File: src/design/ble_pkg.sv
// shared types and constants for the bouncing level envelope
// channel state entry, configuration set and register indexes; no dependencies
package ble_pkg;

    localparam int CHANNELS_DEF = 512;

    localparam int CH_W     = 9;
    localparam int FADER_W  = 8;
    localparam int LEVEL_W  = 16;
    localparam int CFG_IDX_W = 2;

    localparam logic [CFG_IDX_W-1:0] REG_STEP_BASE       = 2'd0;
    localparam logic [CFG_IDX_W-1:0] REG_SPEED_INCREMENT = 2'd1;
    localparam logic [CFG_IDX_W-1:0] REG_REBOUND_LOSS    = 2'd2;

    localparam logic [LEVEL_W-1:0] STEP_BASE_RST       = 16'd64;
    localparam logic [LEVEL_W-1:0] SPEED_INCREMENT_RST = 16'd16;
    localparam logic [LEVEL_W-1:0] REBOUND_LOSS_RST    = 16'd4096;

    // peak only ever takes a fader value and then shrinks, so 16 bits hold it
    typedef struct packed {
        logic [LEVEL_W-1:0] level;
        logic [LEVEL_W-1:0] speed;
        logic [LEVEL_W-1:0] peak;
        logic               rising;
    } t_entry;

    typedef struct packed {
        logic [LEVEL_W-1:0] step_base;
        logic [LEVEL_W-1:0] speed_increment;
        logic [LEVEL_W-1:0] rebound_loss;
    } t_cfg;

endpackage

File: src/design/ble_update.sv
// one tick of the bounce for one channel: capture, fall or rise, floor clamp
// combinational; uses ble_pkg types
module ble_update (
    input  ble_pkg::t_entry                  i_cur,
    input  ble_pkg::t_cfg                    i_cfg,
    input  logic [ble_pkg::FADER_W-1:0]      i_fader,
    input  logic [ble_pkg::LEVEL_W-1:0]      i_floor,
    input  logic                             i_capture,
    output ble_pkg::t_entry                  o_next,
    output logic                             o_settled
);

    logic [15:0] fader_q;
    logic        take;
    logic [15:0] l0;
    logic [15:0] s0;
    logic [15:0] p0;
    logic        d0;
    logic [16:0] move;
    logic [17:0] diff;
    logic [17:0] sum;
    logic [16:0] spd_sum;
    logic [16:0] peak_sub;
    logic [15:0] lv;
    logic [15:0] spd;
    logic [15:0] pk;
    logic        dir;

    always_comb begin
        // byte * 257 is the byte repeated in both halves
        fader_q  = {i_fader, i_fader};
        take     = i_capture && (fader_q > i_cur.level);
        l0       = take ? fader_q : i_cur.level;
        s0       = take ? 16'd0 : i_cur.speed;
        p0       = take ? fader_q : i_cur.peak;
        d0       = take ? 1'b0 : i_cur.rising;
        move     = {1'b0, i_cfg.step_base} + {1'b0, s0};
        diff     = {2'b00, l0} - {1'b0, move};
        sum      = {2'b00, l0} + {1'b0, move};
        spd_sum  = {1'b0, s0} + {1'b0, i_cfg.speed_increment};
        peak_sub = {1'b0, p0} - {1'b0, i_cfg.rebound_loss};
        lv       = l0;
        spd      = s0;
        pk       = p0;
        dir      = d0;
        o_settled = 1'b0;

        if (!d0) begin
            if ($signed(diff) <= $signed({2'b00, i_floor})) begin
                lv  = i_floor;
                pk  = peak_sub[16] ? 16'd0 : peak_sub[15:0];
                dir = 1'b1;
                spd = i_cfg.speed_increment;
            end else begin
                lv  = diff[15:0];
                spd = spd_sum[16] ? 16'hFFFF : spd_sum[15:0];
            end
        end else begin
            if (sum > {2'b00, p0}) begin
                lv  = p0;
                dir = 1'b0;
                spd = i_cfg.speed_increment;
            end else begin
                lv  = sum[15:0];
            end
        end

        if (lv < i_floor) begin
            lv        = i_floor;
            o_settled = !i_capture;
        end

        o_next.level  = lv;
        o_next.speed  = spd;
        o_next.peak   = pk;
        o_next.rising = dir;
    end

endmodule

File: config.mk
export PLATFORM = sky130hd
export DESIGN_NAME = ble_update
export DESIGN_NICKNAME = d
export VERILOG_FILES = /design/src/design/ble_pkg.sv /design/src/design/ble_update.sv
export SDC_FILE = /design/constraint.sdc
export NUM_CORES = 1
export LEC_CHECK = 0
export BUFFER_PORTS_ARGS = -buffer_cell sky130_fd_sc_hd__buf_2
export CORE_ASPECT_RATIO = 0.9
export CORE_MARGIN = 1
export CORE_UTILIZATION = 45
export DETAILED_ROUTE_END_ITERATION = 8
export PLACE_DENSITY = 0.69
export SETUP_SLACK_MARGIN = 0.2
export SYNTH_ARGS = -nofsm -noshare
export SYNTH_HDL_FRONTEND = slang
export SYNTH_SLANG_ARGS = --single-unit
File: constraint.sdc
create_clock -name vclk -period 23.7
set_input_delay 2.37 -clock vclk [all_inputs]
set_output_delay 2.37 -clock vclk [all_outputs]
set_load 0.02 [all_outputs]
# Word-level counts from Yosys, hierarchy flattened
# Index checks and enable logic that the tools add are counted.
# totals
ff_bits,0
out_inout_bits,50
elab_cells,30
# classes
add_sub_neg,5
order_cmp,4
mux,19
reduce_logical,2
# op_table
operator,n
$mux W16,14
$add A16 B16 Y17,2
$add A16 B17 Y18,1
$gt A18 B16 Y1,1
$le A18 B17 Y1,1
$sub A16 B17 Y18,1
$sub A16 B16 Y17,1
$gt A16 B16 Y1,1
$lt A16 B16 Y1,1
$mux W1,5
$logic_and A1 B1 Y1,1
$logic_not A1 Y1,1

# Logic depth before layout (Yosys ltp)
# Gate-level depths: netlist (run 1).
# depth
ltp_word,10
mapped_depth,52
ltp_nobuf,48

# Worst setup path before layout (run 1)
# OpenSTA, ideal clock, no wires.
# synth_path
path_kind,input to output
from,input port i_cur[34] (netlist bit)
to,output port o_settled
arrival_ns,11.201
required_time_ns,21.330
path_slack_ns,10.129
stages,48
n_path_buf,5
path_cell_list,inv_1 -> ha_1 -> nor2b_1 -> o21a_1 -> o21ai_0 -> a2111oi_0 -> o311a_1 -> buf_2 -> clkbuf_1 -> clkbuf_1 -> nor2b_1 -> ha_1 -> inv_1 -> fa_1 -> nor2b_1 -> o31a_1 -> o31a_1 -> a21oi_1 -> (+12 left out) -> o311a_1 -> o31a_1 -> o21bai_1 -> nor2_4 -> buf_2 -> mux2i_1 -> mux2i_1 -> ha_1 -> nor2b_1 -> o21ai_0 -> nand2b_1 -> a21oi_1 -> o21ai_0 -> nor2_1 -> o21ai_2 -> a31oi_4 -> buf_12 -> nor2b_1
# synth_via
elab_chain_cells,10
# synth_rtl
item,line,source
"start, declared",ble_update.sv:4,"input ble_pkg::t_entry i_cur,"
$gt A16 B16 Y1,ble_update.sv:32,take = i_capture && (fader_q > i_cur.level);
$logic_and A1 B1 Y1,ble_update.sv:32,
$mux W16,ble_update.sv:34,s0 = take ? 16'd0 : i_cur.speed;
$add A16 B16 Y17,ble_update.sv:37,"move = {1'b0, i_cfg.step_base} + {1'b0, s0};"
$sub A16 B17 Y18 / $add A16 B17 Y18 (equally long branches),"ble_update.sv:38, ble_update.sv:39",
$le A18 B17 Y1 / $gt A18 B16 Y1 (equally long branches),"ble_update.sv:49, ble_update.sv:59",
"$mux W16, on equally long branches","ble_update.sv:49, ble_update.sv:59",
$mux W16 (*),ble_update.sv:48,if (!d0) begin
$lt A16 B16 Y1 (*),ble_update.sv:68,if (lv < i_floor) begin
$mux W1 (*),ble_update.sv:68,
"end, declared",ble_update.sv:10,output logic o_settled
# Mark *: on every way between the ends. The rest lies on a longest branch, timed or not.

==> flow_summary_export.csv, run 1 <==
group,metric,value,unit
outcome,status,"finished, final reports clean",
pwr,vdd_drop_max,55.2,µV
global_routing,grt_pass1_vias,6785,
pwr,total_power,720,µW
routing,drtIter0Drc,618,
floorplanning,ios,172,
place,place.gp.congestion,0.989,
global_routing,grt_max_degree,59,
worst_setup_path,crit_path_end_kind,"output pin",
pwr,p_per_area,91.5,nW/µm²
routing,viasPerCell,5.69,
routing,top_layer,"met4",
place,port_buffers,172,
floorplanning,core,14800,µm²
floorplanning,die_y,119,µm
sta,worstMarginPinSlew,0.810,ns
place,post-place-ws,8.68,ns
worst_setup_path,path_max_fanout,58,
worst_hold_path,worst_hold_path_type,"input port to output pin",
finish,area_growth,14.3,%
worst_setup_path,arrival,12.82,ns
routing,wl_per_cell,16.2,µm
worst_setup_path,crit_top_cell,"ha_1",
finish,finalCoreUtilization,0.531,
finish,drive_above_1_share,0.196,
sta,rsz0062_at_grt,"false",
clocking,post_cts_resized,0,
routing,dr_wl_met3,1.39,mm
finish,clkbuf_count,0,
yosys,synth.area.top_cells,"ha_1 (27%), mux2i_1 (7.0%), inv_1 (6.9%), a21oi_1 (5.4%), xnor2_1 (4.8%)",
yosys,synth_nets,1227,
sta,worst_slew_margin_rel,0.454,
sta,worst_slack,8.51,ns
sta,holdWs,5.05,ns
sta,period_share,0.641,
routing,firstDrtPassIters,5,
finish,nFillCells,1537,
routing,remaining_drc_errors,0,
job,drv_cap,0,
worst_setup_path,critPathSlowestCell,"a31oi_4",
sta,hold_viol_final,0,
finish,ff_latch_area,0,µm²
worst_setup_path,slowest_delay,0.74,ns
yosys,avgSynthCellArea,7.23,µm²
floorplanning,die-area,15800,µm²
sta,fin_setup_tns,0,ns
global_routing,grt_pass1_wl,32.9,mm
floorplanning,fp.dieW,132,µm
yosys,synth_top_area_frac,0.267,
global_routing,grt_overflow,0,
pwr,p_leak,0.00417,µW
worst_setup_path,cp_data_required_time,21.33,ns
worst_setup_path,crit_type,"input port to output pin",
clocking,hold_buffers,0,
global_routing,antenna_found_initial,0,
sta,fin_crit,15.19,ns
routing,drt-met1-wl,9.61,mm
routing,vias,7397,
yosys,ys_warn_count,0,
yosys,synth_cell_types,67,
finish,nets,1378,
sta,setup_viol,0,
floorplanning,fp-row-count,42,
routing,wl_met2,9.78,mm
yosys,yosysTopAreaCell,"ha_1",
routing,wl,21.0,mm
floorplanning,start_util,0.465,
yosys,synth_seq_area_share,0,
worst_setup_path,startpoint_type,"input port",
yosys,netlist_instances,953,
sta,fmax,0.0658,GHz
finish,n_antenna_cell,0,
yosys,synth_area,6890,µm²
finish,multi_input_area,6260,µm²
clocking,post_cts_buffers,0,
finish,design.seq.count,0,
routing,ant_nets,0,
place,dp_hpwl,18.2,mm
global_routing,gr-usage-all-layers,0.255,
sta,slew_violations,0,
synth_stat cells, types with 3 or more instances:
cell       instances
nor2_1            61
nand4_1           16
fa_1               5
o21ai_0           58
o2111ai_1          3
nand3_1           16
mux2i_1           48
clkbuf_1           7
buf_2             13
o31ai_1            3
o22ai_1           34
mux2_4             8
ha_1             147
and3_1             5
and2_1             4
a21o_1            25
a2111oi_0          3
o21a_1            26
nor2b_1           31
nand2_1           40
xnor2_1           38
o211ai_1           8
o311a_1            4
or2_2              9
xor2_1            25
nand2b_1          14
o21bai_1           9
o31a_1             6
a21oi_1           74
or3_1              6
mux2_2             7
a211oi_1           4
a31oi_1            9
or4_1              3
nor3_1            16
inv_1            127
logic make-up (layout without fill, tap and decap cells):
logic type | after synthesis | in the layout | synth area share
AOI/OAI and AO/OA | 286 | 286 | 0.268
xor gates and xnor gates | 63 | 63 | 0.0801
adders and majority gates | 152 | 152 | 0.282
buffers and inverters | 154 | 303 | 0.0919
muxes | 64 | 64 | 0.102
and+or+nand+nor | 234 | 234 | 0.177
worst paths after layout:
path / start / end / slack, ns / cells past startpoint
worst min-delay path: i_capture / o_settled / 5.05 / 3
worst max-delay path: i_fader[1] / o_next[48] / 8.51 / 46
report_power, final:
group          leakage, µW  total, µW  internal (µW)  switching [µW]
sequential               0          0              0               0
clock                    0          0              0               0
combinational      0.00417        720            294             426
final cells by class:
class              instances  area share
inverters                127      0.0605
multi-input cells        799       0.795
well taps                198      0.0315
repair buffers           176       0.113
layout by cell type, fill, tap and decap left out, types with 9 or more instances in the layout:
cell,instances
or2_2,9
nor2_1,60
o22ai_1,34
o21ai_0,58
nand4_1,16
inv_1,127
nor3_1,16
nand2b_1,14
o21a_1,26
xor2_1,25
xnor2_1,38
o21bai_1,9
a21oi_1,74
ha_1,147
nand3_1,16
a21o_1,25
a31oi_1,9
nand2_1,40
nor2b_1,31
buf_2,172
mux2i_1,48
critical path: cells and delay by family:
family / cells / cell delay (ns)
compound gates: 20 / 4.49
buf+inv: 4 / 0.96
simple gates: 12 / 2.26
fa+ha+maj: 5 / 1.57
mux: 3 / 0.80
xor+xnor: 2 / 0.32
stage by stage:
stage	cell area (µm²)	instances
global placement	7880	1300
CTS	7880	1300
detailed placement	7880	1300
floorplan	6890	953
global route	7880	1300
finish	7880	1300
layer usage:
layer | global-route usage | up-vias
met2 | 0.431 | 251
met5 | 0 | -
met1 | 0.354 | 3391
met4 | 0.0338 | 0
met3 | 0.0268 | 23
li1 | - | 3732
Power figures use the tool's default switching activity.
==> run 2, diff against run 1 <==
PLACE_DENSITY = 0.72   (was 0.69)
clock period = 13.55 ns   (was 23.7 ns; I/O delays follow)
==> flow_summary_export.csv, run 2 (synthesized netlist as in run 1, its figures left out) <==
group,metric,value,unit
global_routing,antenna_found_initial,0,
sta,slew_violations,0,
sta,worstMarginPinSlew,0.747,ns
routing,wl_met2,9.83,mm
global_routing,grt_pass1_wl,33.4,mm
worst_setup_path,slowest_delay,0.46,ns
finish,finalCoreUtilization,0.539,
sta,worst_slew_margin_rel,0.497,
job,drv_cap,0,
finish,ff_latch_area,0,µm²
worst_setup_path,cp_data_required_time,12.19,ns
worst_hold_path,min_path_cells,3,
routing,dr_wl_met3,1.14,mm
routing,wl_per_cell,16.1,µm
routing,top_layer,"met4",
finish,design.seq.count,0,
worst_setup_path,critPathSlowestCell,"a2111oi_0",
global_routing,grt_max_degree,44,
outcome,status,"finished, final reports clean",
pwr,p_int,547,µW
sta,setup_viol,0,
clocking,hold_buffers,0,
global_routing,grt_pass1_vias,6887,
pwr,clkPwrFrac,0,
floorplanning,die-area,15800,µm²
finish,area_growth,15.9,%
finish,clkbuf_count,0,
routing,drtIter0Drc,610,
routing,remaining_drc_errors,0,
floorplanning,fp-row-count,42,
pwr,p_sw,760,µW
worst_setup_path,cp_top_family,"compound AO/OA/AOI/OAI gates",
worst_setup_path,arrival,11.04,ns
worst_setup_path,crit_buf_inv,5,
routing,viasPerCell,5.63,
routing,vias,7379,
finish,nFillCells,1509,
sta,fmax,0.0807,GHz
sta,rsz0062_at_grt,"false",
finish,drive_above_1_share,0.206,
floorplanning,start_util,0.465,
pwr,p_seq_frac,0,
floorplanning,die_y,119,µm
sta,holdWs,3.08,ns
place,dp_hpwl,18.0,mm
place,place.gp.congestion,0.929,
worst_setup_path,crit_top_cell,"ha_1",
worst_setup_path,crit_path_end_kind,"output pin",
place,port_buffers,172,
sta,fin_setup_tns,0,ns
finish,layout_commonest_cell,"buf_2",
pwr,p_per_area,164,nW/µm²
routing,wl,21.1,mm
worst_setup_path,path_max_fanout,16,
routing,firstDrtPassIters,5,
worst_setup_path,crit_cells,47,
global_routing,grt_overflow,0,
pwr,switching_share,0.581,
pwr,p_leak,0.00423,µW
pwr,total_power,1310,µW
worst_setup_path,crit_type,"input port to output pin",
worst_setup_path,startpoint_type,"input port",
routing,ant_nets,0,
floorplanning,core,14800,µm²
finish,nets,1389,
floorplanning,fp.dieW,132,µm
sta,hold_viol_final,0,
finish,layout_common_cells,"buf_2 (172), ha_1 (147), inv_1 (127)",
pwr,vdd_drop_max,102,µV
sta,fin_crit,12.40,ns
global_routing,gr-usage-all-layers,0.257,
floorplanning,ios,172,
routing,drt-met1-wl,9.63,mm
finish,n_antenna_cell,0,
pwr,combPwrFrac,1.000,
sta,period_share,0.915,
worst_hold_path,worst_hold_path_type,"input port to output pin",
-- run 2: final timing paths --
check | to | slack [ns] | start
setup / recovery | o_next[34] | 1.15 | i_fader[1]
hold / removal | o_settled | 3.08 | i_capture
-- run 2: metrics by stage --
| step | std cells | cell area, µm² | setup slack [ns] |
|---|---|---|---|
| after floorplan | 953 | 6890 | 2.01 |
| after global placement | 1301 | 7880 | 0.520 |
| after detailed placement | 1301 | 7880 | 0.369 |
| after CTS | 1301 | 7880 | 0.293 |
| after global routing | 1311 | 7980 | 0.370 |
| final | 1311 | 7980 | 1.15 |
-- run 2: cell type report --
class                      count  area [µm²]  share of cell area
multi-input combinational    799        6270               0.786
timing repair buffer         187         986               0.123
inverter                     127         477              0.0597
tap                          198         248              0.0310
-- run 2: worst min-delay path, cell delays in order --
cell and delay [ns]:
buf_2 0.15, nor2b_1 0.06, buf_2 0.15
-- run 2: per-layer routing --
metal / global-route usage / vias to the layer above
met5: 0 / -
met4: 0.0481 / 0
met3: 0.0153 / 31
met2: 0.447 / 234
met1: 0.349 / 3357
li1: - / 3757
-- run 2: power groups by stage --
stage | Sequential (µW) | Combinational, µW | Clock [µW]
after floorplan | 0 | 958 | 0
after global placement | 0 | 1230 | 0
after detailed placement | 0 | 1240 | 0
after CTS | 0 | 1250 | 0
after global routing | 0 | 1430 | 0
final | 0 | 1310 | 0
-- run 2: what timing repair did --
action                     in CTS  in global routing
resized for setup               0                  3
setup endpoints to repair       0                 17
setup buffers                   0                 10
==> run 3, diff against run 2 <==
clock period = 10.7 ns   (was 13.55 ns; I/O delays follow)
==> flow_summary_export.csv, run 3 (synthesized netlist as in run 1, its figures left out) <==
group,metric,value,unit
place,postPlaceCellArea,8790,µm²
finish,layout_common_cells,"buf_4 (163), buf_2 (148), ha_1 (126)",
outcome,status,"complete, but fails checks",
global_routing,antenna_found_initial,0,
worst_setup_path,crit_path_end_kind,"output pin",
sta,setup_viol,17,
worst_setup_path,startpoint_type,"input port",
global_routing,grt_overflow,0,
sta,worst_slack,-0.224,ns
floorplanning,fp.dieW,132,µm
sta,hold_viol_final,0,
routing,remaining_drc_errors,0,
sta,period_share,1.02,
routing,ant_nets,0,
worst_hold_path,worst_hold_path_type,"input port to output pin",
routing,vias,8259,
floorplanning,die_y,119,µm
sta,fin_crit,10.92,ns
floorplanning,start_util,0.465,
finish,n_antenna_cell,0,
floorplanning,ios,172,
routing,firstDrtPassIters,7,
clocking,hold_buffers,0,
worst_setup_path,cp_top_family,"buffers and inverters",
finish,design_area,9980,µm²
worst_setup_path,crit_top_cell,"buf_4",
sta,fmax,0.0915,GHz
sta,slew_violations,0,
routing,drtIter0Drc,520,
job,drv_cap,0,
floorplanning,die-area,15800,µm²
finish,ff_latch_area,0,µm²
sta,holdWs,2.45,ns
sta,worst_slew_margin_rel,0.496,
global_routing,grt_pass1_wl,38.4,mm
routing,wl_per_cell,16.9,µm
finish,drive_above_1_share,0.376,
finish,design.seq.count,0,
global_routing,grt_max_degree,41,
worst_setup_path,arrival,9.85,ns
worst_setup_path,cp_data_required_time,9.63,ns
finish,clkbuf_count,0,
floorplanning,fp-row-count,42,
pwr,vdd_drop_max,171,µV
pwr,p_per_area,230,nW/µm²
finish,area_growth,44.8,%
sta,worstMarginPinSlew,0.748,ns
pwr,p_leak,0.00515,µW
place,port_buffers,172,
worst_setup_path,crit_type,"input port to output pin",
place,dp_hpwl,19.6,mm
sta,rsz0062_at_grt,"true",
place,place.gp.congestion,0.974,
routing,viasPerCell,5.61,
global_routing,grt_pass1_vias,7870,
finish,layout_commonest_cell,"buf_4",
global_routing,gr-usage-all-layers,0.297,
routing,wl,24.9,mm
outcome,violations,"setup timing",
finish,nets,1550,
worst_setup_path,slowest_delay,0.53,ns
worst_setup_path,critPathSlowestCell,"or4_4",
floorplanning,core,14800,µm²
worst_setup_path,path_max_fanout,5,
worst_setup_path,crit_buf_inv,22,
==> run 3: changes by cell type in the layout (fill, tap and decap cells not counted), sizes merged <==
cell / previous run / this run
buf: 187 / 348
==> run 3: what timing repair did <==
item / 4_1_cts / 5_1_grt
endpoints found under the setup margin: 17 / 17
setup buffers: 46 / 14
pin swaps: 42 / 36
gates resized for setup: 102 / 68
gates cloned: 1 / 0
==> run 3: worst min-delay path, delay by kind of cell <==
kind,cells,cell delay (ns)
buffers and inverters,2,0.27
AND/OR/NAND/NOR,1,0.05
==> run 3: cell type report <==
| cell class | count | area, µm² |
|---|---|---|
| inverter | 127 | 484 |
| tap | 198 | 248 |
| multi-input combinational | 799 | 6840 |
| timing repair buffer | 348 | 2410 |
| fill | 1238 | 4840 |
==> run 3: worst paths after layout <==
path / from / to / slack [ns] / depth (start not counted)
worst min-delay path: i_capture / o_settled / 2.45 / 3
worst max-delay path: i_fader[7] / o_next[34] / -0.22 / 53
==> run 3: where the power goes <==
part           internal [µW]  leakage (µW)  switching (µW)
Combinational           1130       0.00515            1160
Sequential                 0             0               0
Clock                      0             0               0
Total                   1130       0.00515            1160
==> run 3: per-layer routing <==
| metal | global-route usage | vias up | share of wire |
|---|---|---|---|
| li1 | - | 4071 | - |
| met1 | 0.394 | 3822 | 0.44 |
| met2 | 0.501 | 297 | 0.47 |
| met3 | 0.0298 | 69 | 0.056 |
| met4 | 0.0970 | 0 | 0.035 |
| met5 | 0 | - | 0 |
==> run 3: through the flow <==
step / power, µW / std cells / utilization / TNS [ns] / setup WS (ns)
global placement: 1830 / 1411 / 0.593 / -5.84 / -0.370
floorplan: 1230 / 953 / - / 0 / 0.209
detailed placement: 1860 / 1411 / 0.593 / -9.20 / -0.576
CTS: 2130 / 1458 / 0.646 / 0 / 0.00226
finish: 2290 / 1472 / 0.673 / -2.80 / -0.224
global route: 2460 / 1472 / 0.673 / -8.61 / -0.536
